File: src/hdl/gxp_pkg.sv
// gxp_pkg: shared types, sizes and helpers for the glyph row pixel expander.
// Used by every module of the block; depends on nothing.
`default_nettype none

package gxp_pkg;

   // glyph geometry
   localparam int GLYPH_SIZE = 16;
   localparam int MAX_ROW_W  = 24;
   localparam int SRC_ROW_W  = (GLYPH_SIZE > 1) ? $clog2(GLYPH_SIZE) : 1;
   localparam int BITS_W     = 16;
   localparam int PIX_W      = 5;
   localparam int ALPHA_W    = 8;

   // output row widths, clipped
   localparam int SMALL_W_RAW = GLYPH_SIZE;
   localparam int LARGE_W_RAW = GLYPH_SIZE * 3 / 2;
   localparam int SMALL_W     = (SMALL_W_RAW > MAX_ROW_W) ? MAX_ROW_W : SMALL_W_RAW;
   localparam int LARGE_W     = (LARGE_W_RAW > MAX_ROW_W) ? MAX_ROW_W : LARGE_W_RAW;
   localparam logic [PIX_W-1:0] SMALL_LAST_X = PIX_W'(SMALL_W - 1);
   localparam logic [PIX_W-1:0] LARGE_LAST_X = PIX_W'(LARGE_W - 1);
   localparam logic [SRC_ROW_W-1:0] FINAL_SRC_ROW = SRC_ROW_W'(GLYPH_SIZE - 1);

   localparam logic [ALPHA_W-1:0] ALPHA_ON  = 8'hff;
   localparam logic [ALPHA_W-1:0] ALPHA_OFF = 8'h00;

   // 2/3 by reciprocal: floor(v * 171 / 512) is exact for v below 48
   localparam logic [8:0] RECIP_THIRD = 9'd171;

   // queue between front and back
   localparam int QDEPTH  = 2;
   localparam int QPTR_W  = (QDEPTH > 1) ? $clog2(QDEPTH) : 1;
   localparam int QCNT_W  = $clog2(QDEPTH + 1);

   // one classified row, as the back end needs it
   typedef struct packed {
      logic [BITS_W-1:0] row_bits;
      logic [PIX_W-1:0]  y0;
      logic              two_rows;
      logic              wide_mode;
      logic              final_row;
   } row_job_type;

   // queue status seen by both sides
   typedef struct packed {
      logic not_empty;
      logic full;
   } q_status_type;

endpackage

`default_nettype wire

File: src/hdl/gxp_front.sv
// gxp_front: accepts source rows, tracks the glyph row counter and mode,
// and turns each row into a job for the queue. Depends on gxp_pkg.
`default_nettype none

module gxp_front (
   input  wire logic                             clock,
   input  wire logic                             reset,
   input  wire logic                             req_valid,
   output logic                                  req_stall,
   input  wire logic [gxp_pkg::BITS_W-1:0]       req_row_bits,
   input  wire logic                             req_start_of_glyph,
   input  wire logic                             csr_valid,
   input  wire logic                             csr_large_mode,
   input  wire gxp_pkg::q_status_type            q_status,
   output logic                                  push,
   output gxp_pkg::row_job_type                  push_job
);

   logic                              large_mode_ff;
   logic [gxp_pkg::SRC_ROW_W-1:0]     source_row_ff;
   logic [gxp_pkg::SRC_ROW_W-1:0]     source_row_in;
   logic [gxp_pkg::SRC_ROW_W-1:0]     s;
   logic [gxp_pkg::SRC_ROW_W+1:0]     y_full;
   logic [gxp_pkg::SRC_ROW_W+1:0]     y_half;
   logic                              final_row;
   logic                              accept;

   // stall only on a full queue
   assign req_stall = q_status.full;
   assign accept    = req_valid && !q_status.full;
   assign push      = accept;

   // classify the row
   always_comb begin
      s         = req_start_of_glyph ? '0 : source_row_ff;
      final_row = (s >= gxp_pkg::FINAL_SRC_ROW);
      y_full    = (gxp_pkg::SRC_ROW_W+2)'(s) + (gxp_pkg::SRC_ROW_W+2)'(s)
                + (gxp_pkg::SRC_ROW_W+2)'(s) + (gxp_pkg::SRC_ROW_W+2)'(1);
      y_half    = y_full >> 1;
      push_job.row_bits  = req_row_bits;
      push_job.wide_mode = large_mode_ff;
      push_job.final_row = final_row;
      push_job.two_rows  = large_mode_ff && !s[0];
      push_job.y0        = large_mode_ff ? gxp_pkg::PIX_W'(y_half) : gxp_pkg::PIX_W'(s);
      source_row_in      = final_row ? '0 : s + gxp_pkg::SRC_ROW_W'(1);
   end

   // mode register and row counter
   always_ff @(posedge clock) begin
      if (reset) begin
         large_mode_ff <= 1'b0;
         source_row_ff <= '0;
      end else begin
         if (csr_valid) large_mode_ff <= csr_large_mode;
         if (accept)    source_row_ff <= source_row_in;
      end
   end

endmodule

`default_nettype wire

File: src/hdl/gxp_queue.sv
// gxp_queue: short job queue that decouples the front and back ends.
// Depends on gxp_pkg.
`default_nettype none

module gxp_queue (
   input  wire logic                   clock,
   input  wire logic                   reset,
   input  wire logic                   push,
   input  wire gxp_pkg::row_job_type   push_job,
   input  wire logic                   pop,
   output gxp_pkg::row_job_type        head_job,
   output gxp_pkg::q_status_type       q_status
);

   gxp_pkg::row_job_type              mem_ff [gxp_pkg::QDEPTH];
   logic [gxp_pkg::QPTR_W-1:0]        wr_ptr_ff;
   logic [gxp_pkg::QPTR_W-1:0]        rd_ptr_ff;
   logic [gxp_pkg::QCNT_W-1:0]        count_ff;
   logic [gxp_pkg::QPTR_W-1:0]        wr_ptr_in;
   logic [gxp_pkg::QPTR_W-1:0]        rd_ptr_in;

   localparam logic [gxp_pkg::QPTR_W-1:0] LAST_PTR = gxp_pkg::QPTR_W'(gxp_pkg::QDEPTH - 1);
   localparam logic [gxp_pkg::QCNT_W-1:0] FULL_CNT = gxp_pkg::QCNT_W'(gxp_pkg::QDEPTH);

   assign q_status.not_empty = (count_ff != '0);
   assign q_status.full      = (count_ff == FULL_CNT);
   assign head_job           = mem_ff[rd_ptr_ff];

   // pointer wrap
   always_comb begin
      wr_ptr_in = (wr_ptr_ff == LAST_PTR) ? '0 : wr_ptr_ff + gxp_pkg::QPTR_W'(1);
      rd_ptr_in = (rd_ptr_ff == LAST_PTR) ? '0 : rd_ptr_ff + gxp_pkg::QPTR_W'(1);
   end

   // storage
   always_ff @(posedge clock) begin
      if (push) mem_ff[wr_ptr_ff] <= push_job;
   end

   // control
   always_ff @(posedge clock) begin
      if (reset) begin
         wr_ptr_ff <= '0;
         rd_ptr_ff <= '0;
         count_ff  <= '0;
      end else begin
         if (push) wr_ptr_ff <= wr_ptr_in;
         if (pop)  rd_ptr_ff <= rd_ptr_in;
         priority if (push && !pop) begin
            count_ff <= count_ff + gxp_pkg::QCNT_W'(1);
         end else if (pop && !push) begin
            count_ff <= count_ff - gxp_pkg::QCNT_W'(1);
         end
      end
   end

endmodule

`default_nettype wire

File: src/hdl/gxp_back.sv
// gxp_back: walks the head job pixel by pixel and drives the result register.
// Depends on gxp_pkg.
`default_nettype none

module gxp_back (
   input  wire logic                          clock,
   input  wire logic                          reset,
   input  wire gxp_pkg::row_job_type          head_job,
   input  wire gxp_pkg::q_status_type         q_status,
   output logic                               pop,
   output logic                               rsp_valid,
   input  wire logic                          rsp_stall,
   output logic [gxp_pkg::PIX_W-1:0]          rsp_pixel_x,
   output logic [gxp_pkg::PIX_W-1:0]          rsp_pixel_y,
   output logic [gxp_pkg::ALPHA_W-1:0]        rsp_alpha,
   output logic                               rsp_last_of_item,
   output logic                               rsp_glyph_done
);

   logic [gxp_pkg::PIX_W-1:0]    x_ff;
   logic                         r_ff;
   logic                         rsp_valid_ff;
   logic [gxp_pkg::PIX_W-1:0]    pixel_x_ff;
   logic [gxp_pkg::PIX_W-1:0]    pixel_y_ff;
   logic [gxp_pkg::ALPHA_W-1:0]  alpha_ff;
   logic                         last_ff;
   logic                         done_ff;

   logic                         advance;
   logic                         emit;
   logic                         end_of_row;
   logic                         last_pix;
   logic [gxp_pkg::PIX_W-1:0]    last_x;
   logic [14:0]                  scaled;
   logic [5:0]                   sx;
   logic                         bit_set;
   logic [gxp_pkg::ALPHA_W-1:0]  alpha_in;
   logic [gxp_pkg::PIX_W-1:0]    y_in;

   // output register frees up when empty or taken
   assign advance = !rsp_valid_ff || !rsp_stall;
   assign emit    = advance && q_status.not_empty;

   // pixel sampling and row/column end
   always_comb begin
      last_x     = head_job.wide_mode ? gxp_pkg::LARGE_LAST_X : gxp_pkg::SMALL_LAST_X;
      end_of_row = (x_ff == last_x);
      last_pix   = end_of_row && (r_ff || !head_job.two_rows);
      scaled     = {9'd0, x_ff, 1'b0} * {6'd0, gxp_pkg::RECIP_THIRD};
      sx         = head_job.wide_mode ? scaled[14:9] : {1'b0, x_ff};
      bit_set    = (sx < 6'd16) && head_job.row_bits[~sx[3:0]];
      alpha_in   = bit_set ? gxp_pkg::ALPHA_ON : gxp_pkg::ALPHA_OFF;
      y_in       = head_job.y0 + gxp_pkg::PIX_W'(r_ff);
   end

   assign pop = emit && last_pix;

   // column and row walk
   always_ff @(posedge clock) begin
      if (reset) begin
         x_ff         <= '0;
         r_ff         <= 1'b0;
         rsp_valid_ff <= 1'b0;
      end else begin
         if (advance) rsp_valid_ff <= q_status.not_empty;
         if (emit) begin
            if (last_pix) begin
               x_ff <= '0;
               r_ff <= 1'b0;
            end else if (end_of_row) begin
               x_ff <= '0;
               r_ff <= 1'b1;
            end else begin
               x_ff <= x_ff + gxp_pkg::PIX_W'(1);
            end
         end
      end
   end

   // result word
   always_ff @(posedge clock) begin
      if (emit) begin
         pixel_x_ff <= x_ff;
         pixel_y_ff <= y_in;
         alpha_ff   <= alpha_in;
         last_ff    <= last_pix;
         done_ff    <= last_pix && head_job.final_row;
      end
   end

   assign rsp_valid        = rsp_valid_ff;
   assign rsp_pixel_x      = pixel_x_ff;
   assign rsp_pixel_y      = pixel_y_ff;
   assign rsp_alpha        = alpha_ff;
   assign rsp_last_of_item = last_ff;
   assign rsp_glyph_done   = done_ff;

endmodule

`default_nettype wire

File: src/hdl/glyph_row_pixel_expander_unit.sv
// glyph_row_pixel_expander_unit: top level of the glyph row pixel expander.
// Depends on gxp_pkg, gxp_front, gxp_queue and gxp_back.
//
// Usage:
//   req_*  takes one 16-pixel 1-bpp glyph row per word (bit 15 leftmost) with a
//          start-of-glyph flag that restarts the row count.
//   rsp_*  gives one 8-bit alpha pixel per word with its x, y, a last-of-row-item
//          flag and a glyph-done flag on the final pixel of the glyph.
//   csr_*  writes large_mode (0: 16x16 output, 1: 24x24 scaled by 3/2); always
//          ready, write only while the block is idle.
// Path: a taken row word is written into the job queue; its first pixel then
//   moves into the result register once the word is at the queue head and the
//   result register is free.
// Throughput: one pixel per cycle from the back-end walker while rsp_stall is
//   low: a row word gives 16 pixels in small mode, 24 (odd source row) or 48
//   (even source row) in large mode. A two-entry job queue lets the next row word
//   be taken while the current one is still being expanded.
// Reset clears the mode, the row counter, the queue and the result valid.
// While rsp_stall is high with rsp_valid set, the result word holds, the walker
//   pauses, and once the queue fills req_stall rises.
`default_nettype none

module glyph_row_pixel_expander_unit (
   input  wire logic                          clock,
   input  wire logic                          reset,
   input  wire logic                          req_valid,
   output logic                               req_stall,
   input  wire logic [gxp_pkg::BITS_W-1:0]    req_row_bits,
   input  wire logic                          req_start_of_glyph,
   output logic                               rsp_valid,
   input  wire logic                          rsp_stall,
   output logic [gxp_pkg::PIX_W-1:0]          rsp_pixel_x,
   output logic [gxp_pkg::PIX_W-1:0]          rsp_pixel_y,
   output logic [gxp_pkg::ALPHA_W-1:0]        rsp_alpha,
   output logic                               rsp_last_of_item,
   output logic                               rsp_glyph_done,
   input  wire logic                          csr_valid,
   output logic                               csr_ready,
   input  wire logic                          csr_large_mode
);

   gxp_pkg::q_status_type  q_status;
   gxp_pkg::row_job_type   push_job;
   gxp_pkg::row_job_type   head_job;
   logic                   push;
   logic                   pop;
   logic                   csr_write;

   // register writes always taken
   assign csr_ready = 1'b1;
   assign csr_write = csr_valid && csr_ready;

   gxp_front u_front (
      .clock              (clock),
      .reset              (reset),
      .req_valid          (req_valid),
      .req_stall          (req_stall),
      .req_row_bits       (req_row_bits),
      .req_start_of_glyph (req_start_of_glyph),
      .csr_valid          (csr_write),
      .csr_large_mode     (csr_large_mode),
      .q_status           (q_status),
      .push               (push),
      .push_job           (push_job)
   );

   gxp_queue u_queue (
      .clock    (clock),
      .reset    (reset),
      .push     (push),
      .push_job (push_job),
      .pop      (pop),
      .head_job (head_job),
      .q_status (q_status)
   );

   gxp_back u_back (
      .clock            (clock),
      .reset            (reset),
      .head_job         (head_job),
      .q_status         (q_status),
      .pop              (pop),
      .rsp_valid        (rsp_valid),
      .rsp_stall        (rsp_stall),
      .rsp_pixel_x      (rsp_pixel_x),
      .rsp_pixel_y      (rsp_pixel_y),
      .rsp_alpha        (rsp_alpha),
      .rsp_last_of_item (rsp_last_of_item),
      .rsp_glyph_done   (rsp_glyph_done)
   );

endmodule

`default_nettype wire

File: config.mk
export PLATFORM = sky130hd
export DESIGN_NAME = glyph_row_pixel_expander_unit
export DESIGN_NICKNAME = d
export VERILOG_FILES = /design/src/hdl/gxp_pkg.sv /design/src/hdl/gxp_front.sv /design/src/hdl/gxp_queue.sv /design/src/hdl/gxp_back.sv /design/src/hdl/glyph_row_pixel_expander_unit.sv
export SDC_FILE = /design/constraint.sdc
export NUM_CORES = 1
export LEC_CHECK = 0
export BUFFER_PORTS_ARGS = -buffer_cell sky130_fd_sc_hd__clkbuf_2
export CORE_AREA = 2 2 120 122
export CTS_CLUSTER_SIZE = 14
export DETAILED_ROUTE_END_ITERATION = 12
export DIE_AREA = 0 0 122 124
export GPL_ROUTABILITY_DRIVEN = 0
export SLEW_MARGIN = 20
export SYNTH_ARGS = -nofsm -noshare
export SYNTH_HDL_FRONTEND = slang
export SYNTH_HIERARCHICAL = 1
export SYNTH_SLANG_ARGS = --single-unit
File: constraint.sdc
create_clock -name clock -period 4.3 [get_ports clock]
set_input_delay 0 -clock clock [delete_from_list [all_inputs] [get_ports clock]]
set_output_delay 0 -clock clock [all_outputs]
set_load 0.005 [all_outputs]
==> flow_metrics.tcl, run 1 <==
set metrics [dict create \
    combPwrFrac_pct 13.8 \
    final_util_pct 34.84 \
    cp-start-kind "register" \
    avgViaCountPerCell 4.506 \
    critPathLaunch "u_back/x_ff[4]" \
    slowest_stage "dfxtp_1" \
    grt_pass1_vias 2487 \
    crit_chain "ha_1, fa_1, inv_1, fa_1, inv_1, ha_1, nand3b_1, or3_4, nand4_1, nor3b_2, buf_4, mux2i_1, mux2i_1, o211ai_1, o22ai_1" \
    drtIter0Drc 127 \
    min_period_ns 3.584 \
    antenna_cells 0 \
    synthFlopType "edfxtp_1" \
    tightest_slew_ns 0.5773 \
    slowest_delay_ns 0.48 \
    syn_to_final_growth_pct 17.76 \
    cts_root_buf "clkbuf_16" \
    rsz0062_at_grt "false" \
    synth_edf_count 61 \
    grt_pass1_wl_um 11560 \
    ys_seq_elements 78 \
    syn_area_per_cell_um2 12.57 \
    setup_viol 0 \
    antenna_found_initial 0 \
    critPathCaptureType "register" \
    status "complete, no violations" \
    synth_nets 370 \
    worstPathRequired_ns 4.38 \
    p_seq_share_pct 47.1 \
    cts_tree "done" \
    pin_count 46 \
    synth_warnings 6 \
    clkLatencyLatePin_ns 0.33 \
    fin_nets 411 \
    dp_hpwl_um 4965 \
    crit_arrival_ns 3.66 \
    cts_buffers 9 \
    avgRoutedWirePerCell_um 12.89 \
    p_per_area_nw_per_um2 423.6 \
    rrSetupSlack_ns 0.72 \
    relSlewSlack_pct 61.51 \
    clock-sinks 78 \
    async_reset_ff_share_pct 0 \
    setup_tns_ns 0 \
    die_area_um2 15130 \
    drv_cap 0 \
    rows 43 \
    cts_max_level 3 \
    fin_skew_ns 0.004922 \
    swShare_pct 23.74 \
    grt_max_degree 25 \
    grt.total_usage_pct 10.07 \
    hp-class "in -> reg" \
    fmax_ghz 0.2790 \
    port_buffers 44 \
    core_um2 13720 \
    first_pass_iters 4 \
    fin_crit_sh_pct 83.35 \
    die_w_um 122 \
    clk_path_buf_depth 2 \
    dieHeight_um 124 \
    overflow 0 \
    drtAntennaViolNets 0 \
    r2r_end "u_back/rsp_alpha[6]" \
    power.switching_uw 480.7 \
    layout_commonest_cell "edfxtp_1" \
    p_leak_nw 1.889 \
    path_max_fanout 8 \
    clkTransAtPathRegs_ns 0.06 \
    wirelength_um 7079 \
    synthCells 323 \
    p_int_mw 1.544 \
    yosysSeqAreaShare_pct 53.51 \
    slew_viol_final 0 \
    vdd_drop_max_v 0.0001788 \
    vias 2474 \
    hold_viol_final 0 \
    layout_common_cells "61 x edfxtp_1, 44 x clkbuf_2, 24 x mux2_2, 22 x nor2_1" \
    final_layout_size_suffix_gt1_share_pct 27.10 \
    ff2ff_path_depth 15 \
    crit_path_end "u_back/rsp_alpha[6]" \
    synth.distinct_cells 46 \
    start_util_pct 29.59 \
    clkPwrFrac_pct 39.1 \
    drc 0 \
    r2r-start "u_back/x_ff[4]" \
    criticalPathCategory "reg -> reg" \
    synthesis.area_um2 4059 \
]
## how the worst min path moves through the flow
stage / startpoint / endpoint / slack (ns) / cells after the start
after floorplan: reset / u_front/source_row_ff[1] / 0.07 / 1
after global placement: req_row_bits[3] / u_queue/mem_ff[0][11] / 0.19 / 1
after detailed placement: req_row_bits[1] / u_queue/mem_ff[0][9] / 0.19 / 1
after CTS: reset / u_front/source_row_ff[2] / 0.06 / 2
after global routing: reset / u_front/source_row_ff[2] / 0.08 / 2
final: reset / u_front/source_row_ff[2] / 0.06 / 2
## critical path: cells and delay by family (launching register included)
kind                       cells  cell delay, ns
AOI/OAI and AO/OA              2            0.28
adders and majority gates      4            1.22
buffers and inverters          3            0.31
DFF                            1            0.48
muxes                          2            0.31
and+or+nand+nor                4            0.74
## layer usage
layer / track usage, % / share of wire, % / vias to the layer above
met4: 6.250 / 3.7 / 0
met1: 11.12 / 42 / 1177
li1: - / - / 1220
met3: 2.793 / 4.7 / 20
met5: 0 / 0 / -
met2: 17.21 / 50 / 57
## area by class of cell
class                   count  area [µm²]
repair buffers             67       440.4
multi-input cells         191        1564
well taps                 180       225.2
clock buffers              10       229.0
flip-flops and latches     78        2172
fillers                  1355        8940
inverters                  17       63.81
clock inverters             6       85.08
## cells by family (layout without fill, tap and decap cells)
group                    after synthesis  count (layout)  share of synthesized area [%]
other                                  1               1                        0.09239
XOR/XNOR                              16              16                          3.453
AND/OR/NAND/NOR                       68              68                          9.186
multiplexers                          38              38                          10.11
buffers and inverters                 54             100                          8.138
adder cells (fa/ha/maj)               24              24                          8.323
AO/OA/AOI/OAI                         44              44                          7.183
flip-flops                            78              78                          53.51
## power by group through the flow
| stage | Clock [mW] | Sequential (mW) | Combinational, mW |
|---|---|---|---|
| global placement | 0 | 0.969 | 0.264 |
| detailed placement | 0 | 0.973 | 0.269 |
| CTS | 0.814 | 0.957 | 0.285 |
| finish | 0.792 | 0.954 | 0.279 |
| global route | 0.846 | 0.965 | 0.316 |
| floorplan | 0 | 0.959 | 0.203 |
## repair_timing
| item | in CTS | in global routing |
|---|---|---|
| hold endpoints to repair | 34 | 0 |
| gates resized for setup | 0 | 0 |
| setup buffers | 0 | 0 |
| hold buffers | 19 | 0 |
## registers in the layout, summed over array words and instances, names as in the netlist, named ones only
name	flops
u_front/large_mode_ff	1
u_queue/wr_ptr_ff	1
u_queue/count_ff	2
u_back/rsp_glyph_done	1
u_back/r_ff	1
u_queue/mem_ff	48
u_back/rsp_pixel_x	5
u_back/rsp_valid	1
u_front/source_row_ff	4
u_queue/rd_ptr_ff	1
u_back/rsp_last_of_item	1
u_back/rsp_pixel_y	5
u_back/rsp_alpha	1
u_back/x_ff	5
## metrics by stage
step / total power, mW / cells / area [µm²] / hold WS (ns) / setup slack (ns)
2_1_floorplan: 1.162 / 323 / 4059 / 0.06907 / 1.032
3_3_place_gp: 1.234 / 514 / 4274 / 0.1893 / 0.8484
3_5_place_dp: 1.242 / 514 / 4274 / 0.1935 / 0.7456
4_1_cts: 2.055 / 549 / 4778 / 0.06003 / 0.6976
5_1_grt: 2.128 / 549 / 4780 / 0.07886 / 0.4281
6_report: 2.025 / 549 / 4780 / 0.06050 / 0.7158
## cells in the mapped netlist, types with 4 or more instances
master    instances  area share [%]
nor2_1           22             2.0
mux2_2           24             6.7
nand3_1          10             1.2
nand2b_1          4            0.62
xnor2_1           7             1.5
a21oi_1          16             2.0
nand2_1           6            0.55
buf_4            30             5.5
fa_1              5             2.5
inv_1            16             1.5
nor2b_1           5            0.77
ha_1             19             5.9
dfxtp_1          17             8.4
nand3b_1          5            0.92
buf_2             6            0.74
mux2i_1          14             3.5
o21ai_0           8            0.99
edfxtp_1         61              45
xor2_1            9             1.9
No activity file was read; power rests on OpenSTA's default activity.
==> run 2: changes to the inputs <==
--- a/config.mk
+++ b/config.mk
@@ -5,11 +5,12 @@
 export SDC_FILE = /design/constraint.sdc
 export NUM_CORES = 1
 export LEC_CHECK = 0
+export ABC_AREA = 1
 export BUFFER_PORTS_ARGS = -buffer_cell sky130_fd_sc_hd__clkbuf_2
-export CORE_AREA = 2 2 120 122
+export CORE_AREA = 2 2 124 126
 export CTS_CLUSTER_SIZE = 14
 export DETAILED_ROUTE_END_ITERATION = 12
-export DIE_AREA = 0 0 122 124
+export DIE_AREA = 0 0 126 128
 export GPL_ROUTABILITY_DRIVEN = 0
 export SLEW_MARGIN = 20
 export SYNTH_ARGS = -nofsm -noshare
==> constraint.sdc (replaced) <==
create_clock -name clock -period 3.7 [get_ports clock]
set_input_delay 0 -clock clock [delete_from_list [all_inputs] [get_ports clock]]
set_output_delay 0 -clock clock [all_outputs]
set_load 0.005 [all_outputs]
==> run 2 against run 1 <==
Net effect:
- hold slack got worse by 0.0019 ns
- register-to-register slack got worse by 0.30 ns
- fmax rose by 9.1%
==> flow_metrics.tcl, run 2 <==
set metrics [dict create \
    status "complete, no violations" \
    synthFlopType "edfxtp_1" \
    core_um2 14860 \
    final_area_um2 5015 \
    fin_skew_ns 0.007910 \
    relSlewSlack_pct 37.47 \
    dieHeight_um 128 \
    vdd_drop_max_v 0.0002403 \
    antenna_found_initial 0 \
    synth_edf_count 61 \
    slew_viol_final 0 \
    largest_register_ff_count 48 \
    clkLatencyLatePin_ns 0.33 \
    min_from "req_valid" \
    first_pass_iters 7 \
    p_per_area_nw_per_um2 434.9 \
    rrSetupSlack_ns 0.41 \
    p_leak_nw 2.174 \
    antenna_cells 0 \
    critPathCaptureType "register" \
    top_register "u_queue/mem_ff" \
    synth.distinct_cells 33 \
    min_to "u_front/source_row_ff[0]" \
    layout_common_cells "64 x nand2_1, 61 x edfxtp_1, 56 x inv_1, 44 x clkbuf_2, 36 x nand3_1" \
    die_area_um2 16130 \
    yosys.area.top_type "edfxtp_1" \
    grt.total_usage_pct 10.21 \
    netlist.area_leader.share_pct 42.19 \
    synth_warnings 6 \
    worstPathRequired_ns 3.78 \
    vias 2888 \
    async_reset_ff_share_pct 0 \
    port_buffers 44 \
    avgRoutedWirePerCell_um 11.74 \
    slowest_delay_ns 0.56 \
    start_util_pct 29.21 \
    drc 0 \
    synthesis.area_um2 4342 \
    cts_root_buf "clkbuf_16" \
    num-fill-cells 1524 \
    r2r-start "u_back/x_ff[3]" \
    drtIter0Drc 191 \
    cts_buffers 9 \
    min_period_ns 3.287 \
    ff2ff_path_depth 18 \
    drtAntennaViolNets 0 \
    synth_area_leaders "edfxtp_1 42%, dfxtp_1 7.8%, mux2_4 6.9%" \
    syn_to_final_growth_pct 15.50 \
    cts_setup_buffers 0 \
    cp-start-kind "register" \
    yosysSeqAreaShare_pct 50.03 \
    wirelength_um 7666 \
    grt_pass1_wl_um 13300 \
    fin_nets 507 \
    tightest_slew_ns 0.9322 \
    overflow 0 \
    drv_cap 0 \
    synth.most_common_cell "nand2_1" \
    synth_common_cells "64 x nand2_1, 61 x edfxtp_1, 57 x inv_1" \
    setup_viol 0 \
    clkTransAtPathRegs_ns 0.06 \
    grt_pass1_vias 2859 \
    final_util_pct 33.74 \
    pin_count 46 \
    clk_path_buf_depth 2 \
    hold_viol_final 0 \
    postCtsHoldBufs 19 \
    hold_slack_ns 0.05865 \
    synth_nets 463 \
    place_area_um2 4548 \
    crit_chain "ha_1, inv_1, fa_1, fa_1, inv_1, ha_1, nand2_1, nor2_1, nor2_2, nand3_1, nand3_2, nand3b_1, nand3_1, nand3_1, nand2_1, nand2_1, nand2_1, nor2_2" \
    whs_path_depth 4 \
    rsz0062_at_grt "false" \
    criticalPathCategory "reg -> reg" \
    ctsResizeCount 0 \
    fmax_ghz 0.3043 \
    ys_seq_elements 78 \
    grt_max_degree 26 \
    hp-class "in -> reg" \
    cts_max_level 3 \
    layout_commonest_cell "nand2_1" \
    rows 45 \
    final_layout_size_suffix_gt1_share_pct 22.80 \
    slowest_stage "dfxtp_1" \
    die_w_um 126 \
    dp_hpwl_um 5714 \
    syn_area_per_cell_um2 10.44 \
    setup_tns_ns 0 \
    path_max_fanout 9 \
    clock-sinks 78 \
    crit_arrival_ns 3.37 \
    cts_tree "done" \
    r2r_end "u_back/rsp_alpha[6]" \
    synthCells 416 \
    cpMostUsedCell "nand2_1" \
    avgViaCountPerCell 4.423 \
    fin_crit_sh_pct 88.83 \
]
run 2: cell count changes after synthesis, sizes merged, moves of 5 or more:
| cell | previous run | this run |
|---|---|---|
| buf | 37 | 32 |
| inv | 17 | 59 |
| mux2i | 14 | 0 |
| nand2 | 6 | 71 |
| nand3 | 10 | 41 |
| nand3b | 5 | 12 |
| nor2 | 22 | 29 |
| nor2b | 5 | 0 |
| xor2 | 9 | 3 |
run 2: metal layers:
metal	routed length [µm]	vias up	global-route usage (%)
met5	0	-	0
met4	163	0	4.331
met3	255	10	2.045
met2	3840	63	18.34
met1	3406	1356	11.85
li1	-	1459	-
run 2: worst max-delay path by stage:
stage	from	end	slack, ns	cells after the start
detailed placement	u_back/x_ff[3]	u_back/rsp_alpha[6]	0.44	18
floorplan	u_back/x_ff[3]	u_back/rsp_alpha[6]	0.78	16
CTS	u_back/x_ff[3]	u_back/rsp_alpha[6]	0.40	18
global placement	u_back/x_ff[3]	u_back/rsp_alpha[6]	0.52	18
global route	u_back/x_ff[3]	u_back/rsp_alpha[6]	0.06	16
finish	u_back/x_ff[3]	u_back/rsp_alpha[6]	0.41	18
run 2: kinds of logic after synthesis:
logic type / after synthesis / share of synthesized area (%)
buffers and inverters: 91 / 11.30
other: 1 / 0.08637
muxes: 24 / 7.954
and+or+nand+nor: 163 / 18.07
adders and majority gates: 24 / 7.781
DFF: 78 / 50.03
AOI/OAI and AO/OA: 29 / 3.574
xor gates and xnor gates: 6 / 1.211
run 2: critical path: cells and delay by family, from the launching register on:
family        cells  cell delay (ns)
flops             1             0.56
buf+inv           2             0.13
simple gates     12             1.13
fa+ha+maj         4             1.21
run 2: area by class of cell:
| cell class | instances | area [µm²] | area share [%] |
|---|---|---|---|
| timing repair buffer | 65 | 425.4 | 8.483 |
| clock buffer | 11 | 242.7 | 4.840 |
| sequential | 78 | 2172 | 43.31 |
| clock inverter | 5 | 33.78 | 0.6737 |
| multi-input combinational | 247 | 1682 | 33.53 |
| tap | 188 | 235.2 | 4.691 |
| inverter | 59 | 224.0 | 4.466 |
run 2: stage by stage:
| stage | cells | power, mW | worst slack, ns |
|---|---|---|---|
| final | 653 | 2.181 | 0.4134 |
| after global routing | 653 | 2.297 | 0.06262 |
| after CTS | 653 | 2.216 | 0.3973 |
| after detailed placement | 618 | 1.385 | 0.4373 |
| after global placement | 618 | 1.374 | 0.5206 |
| after floorplan | 416 | 1.305 | 0.7782 |
run 2: where the power goes:
part / switching [mW] / internal, mW / leakage, nW
combinational: 0.184 / 0.131 / 1.32
sequential: 0.0346 / 1.03 / 0.718
clock: 0.331 / 0.472 / 0.140
total: 0.550 / 1.63 / 2.17
==> run 3: changes to the inputs <==
--- a/config.mk
+++ b/config.mk
@@ -6,11 +6,11 @@
 export NUM_CORES = 1
 export LEC_CHECK = 0
 export ABC_AREA = 1
-export BUFFER_PORTS_ARGS = -buffer_cell sky130_fd_sc_hd__clkbuf_2
 export CORE_AREA = 2 2 124 126
 export CTS_CLUSTER_SIZE = 14
 export DETAILED_ROUTE_END_ITERATION = 12
 export DIE_AREA = 0 0 126 128
+export DONT_BUFFER_PORTS = 1
 export GPL_ROUTABILITY_DRIVEN = 0
 export SLEW_MARGIN = 20
 export SYNTH_ARGS = -nofsm -noshare
==> run 3 against run 2 <==
Net effect:
- clock power shrank 2%
- core utilization shrank 1.4 points
- global-route usage is essentially flat
- clock skew rose by 0.0010 ns
- first-iteration DRC count shrank 21%
==> flow_metrics.tcl, run 3 (synthesis results as in run 2) <==
set metrics [dict create \
    status "complete, no violations" \
    rsz0062_at_grt "false" \
    syn_to_final_growth_pct 10.75 \
    p_per_area_nw_per_um2 442.9 \
    r2r-start "u_back/x_ff[4]" \
    whs_path_depth 3 \
    cts_tree "done" \
    ctsResizeCount 0 \
    overflow 0 \
    clk_path_buf_depth 2 \
    final_layout_size_suffix_gt1_share_pct 13.92 \
    p_int_mw 1.588 \
    dp_hpwl_um 5605 \
    pin_count 46 \
    grt_pass1_wl_um 13100 \
    avgRoutedWirePerCell_um 12.73 \
    core_um2 14860 \
    clkTransAtPathRegs_ns 0.06 \
    antenna_found_initial 0 \
    min_period_ns 3.216 \
    fin_crit_sh_pct 86.91 \
    top_register "u_queue/mem_ff" \
    fmax_ghz 0.3110 \
    slew_viol_final 0 \
    fin_nets 466 \
    hp-class "in -> reg" \
    p_seq_share_pct 50.4 \
    tightest_slew_ns 0.9897 \
    cts_setup_buffers 0 \
    drv_cap 0 \
    port_buffers 0 \
    cts_buffers 9 \
    ff2ff_path_depth 16 \
    die_area_um2 16130 \
    die_w_um 126 \
    path_max_fanout 8 \
    start_util_pct 29.21 \
    layout_commonest_cell "nand2_1" \
    combPwrFrac_pct 12.6 \
    hold_viol_final 0 \
    setup_tns_ns 0 \
    worstPathRequired_ns 3.78 \
    relSlewSlack_pct 33.95 \
    dp_cells 574 \
    power.switching_uw 541.2 \
    drc 0 \
    r2r_end "u_back/rsp_alpha[6]" \
    cts_max_level 3 \
    grt_pass1_vias 2706 \
    vias 2725 \
    antenna_cells 0 \
    min_from "rsp_stall" \
    fin_skew_ns 0.008936 \
    wirelength_um 7792 \
    cp-start-kind "register" \
    cts_root_buf "clkbuf_16" \
    fin_cells 612 \
    p_leak_nw 1.999 \
    clock-sinks 78 \
    drtIter0Drc 151 \
    first_pass_iters 6 \
    critPathCaptureType "register" \
    dieHeight_um 128 \
    largest_register_ff_count 48 \
    layout_common_cells "64 x nand2_1, 61 x edfxtp_1, 57 x inv_1, 36 x nand3_1, 24 x nor2_1" \
    drtAntennaViolNets 0 \
    min_to "u_back/x_ff[1]" \
    final_util_pct 32.35 \
    setup_viol 0 \
    vdd_drop_max_v 0.0002646 \
    crit_arrival_ns 3.30 \
    swShare_pct 25.41 \
    grt_max_degree 26 \
    rows 45 \
    clkPwrFrac_pct 37.0 \
    criticalPathCategory "reg -> reg" \
    rrSetupSlack_ns 0.48 \
    avgViaCountPerCell 4.453 \
    clkLatencyLatePin_ns 0.33 \
    grt.total_usage_pct 10.18 \
]
## run 3: worst max-delay path, stage by stage (launching register included)
cell      delay, ns
dfxtp_1        0.39
ha_1           0.25
fa_1           0.39
inv_1          0.08
fa_1           0.40
inv_1          0.07
ha_1           0.25
nand2_1        0.16
nor2_1         0.08
nor2_2         0.12
nand3_1        0.11
nand3_2        0.16
nand3b_1       0.11
nand3_1        0.10
nand3_1        0.07
a21oi_1        0.18
nor2_2         0.05
## run 3: worst max path at each step
stage	end	from	depth (start not counted)	slack, ns
detailed placement	u_back/rsp_alpha[6]	u_back/x_ff[3]	16	0.49
finish	u_back/rsp_alpha[6]	u_back/x_ff[4]	16	0.48
CTS	u_back/rsp_alpha[6]	u_back/x_ff[4]	16	0.48
global route	u_back/rsp_alpha[6]	u_back/x_ff[4]	17	0.14
global placement	u_back/rsp_alpha[6]	u_back/x_ff[3]	16	0.54
floorplan	u_back/rsp_alpha[6]	u_back/x_ff[3]	16	0.78
## run 3: metrics by stage
stage / total power, mW / area, µm² / hold WS [ns] / setup WS (ns)
after floorplan: 1.305 / 4342 / 0.06907 / 0.7782
after global placement: 1.331 / 4328 / 0.07480 / 0.5431
after detailed placement: 1.340 / 4328 / 0.07667 / 0.4888
after CTS: 2.157 / 4808 / 0.05005 / 0.4787
after global routing: 2.236 / 4808 / 0.09795 / 0.1354
final: 2.130 / 4808 / 0.05509 / 0.4843
## run 3: timing repair
action | 4_1_cts | 5_1_grt
hold buffers | 22 | 0
endpoints found under the setup margin | 0 | 0
endpoints found under the hold margin | 49 | 0
## run 3: metal layers
| metal | vias to the layer above | global-route usage, % | part of all wire [%] |
|---|---|---|---|
| met4 | 0 | 4.202 | 1.2 |
| met1 | 1287 | 12.45 | 47 |
| met3 | 7 | 2.629 | 3.2 |
| met5 | - | 0 | 0 |
| met2 | 54 | 17.14 | 49 |
| li1 | 1377 | - | - |
## run 3: layout make-up
| class | instances | area, µm² |
|---|---|---|
| Clock inverter | 3 | 20.02 |
| Fill cell | 1514 | 10060 |
| Multi-Input combinational cell | 247 | 1682 |
| Timing Repair Buffer | 24 | 235.2 |
| Inverter | 59 | 224.0 |
| Sequential cell | 78 | 2172 |
| Tap cell | 188 | 235.2 |
| Clock buffer | 13 | 240.2 |
## run 3: power groups by stage
stage,Sequential [mW],Clock (mW),Combinational (mW)
final,1.07,0.788,0.268
after global routing,1.08,0.846,0.308
after CTS,1.08,0.809,0.272
after detailed placement,1.09,0,0.246
after global placement,1.09,0,0.240
after floorplan,1.07,0,0.233
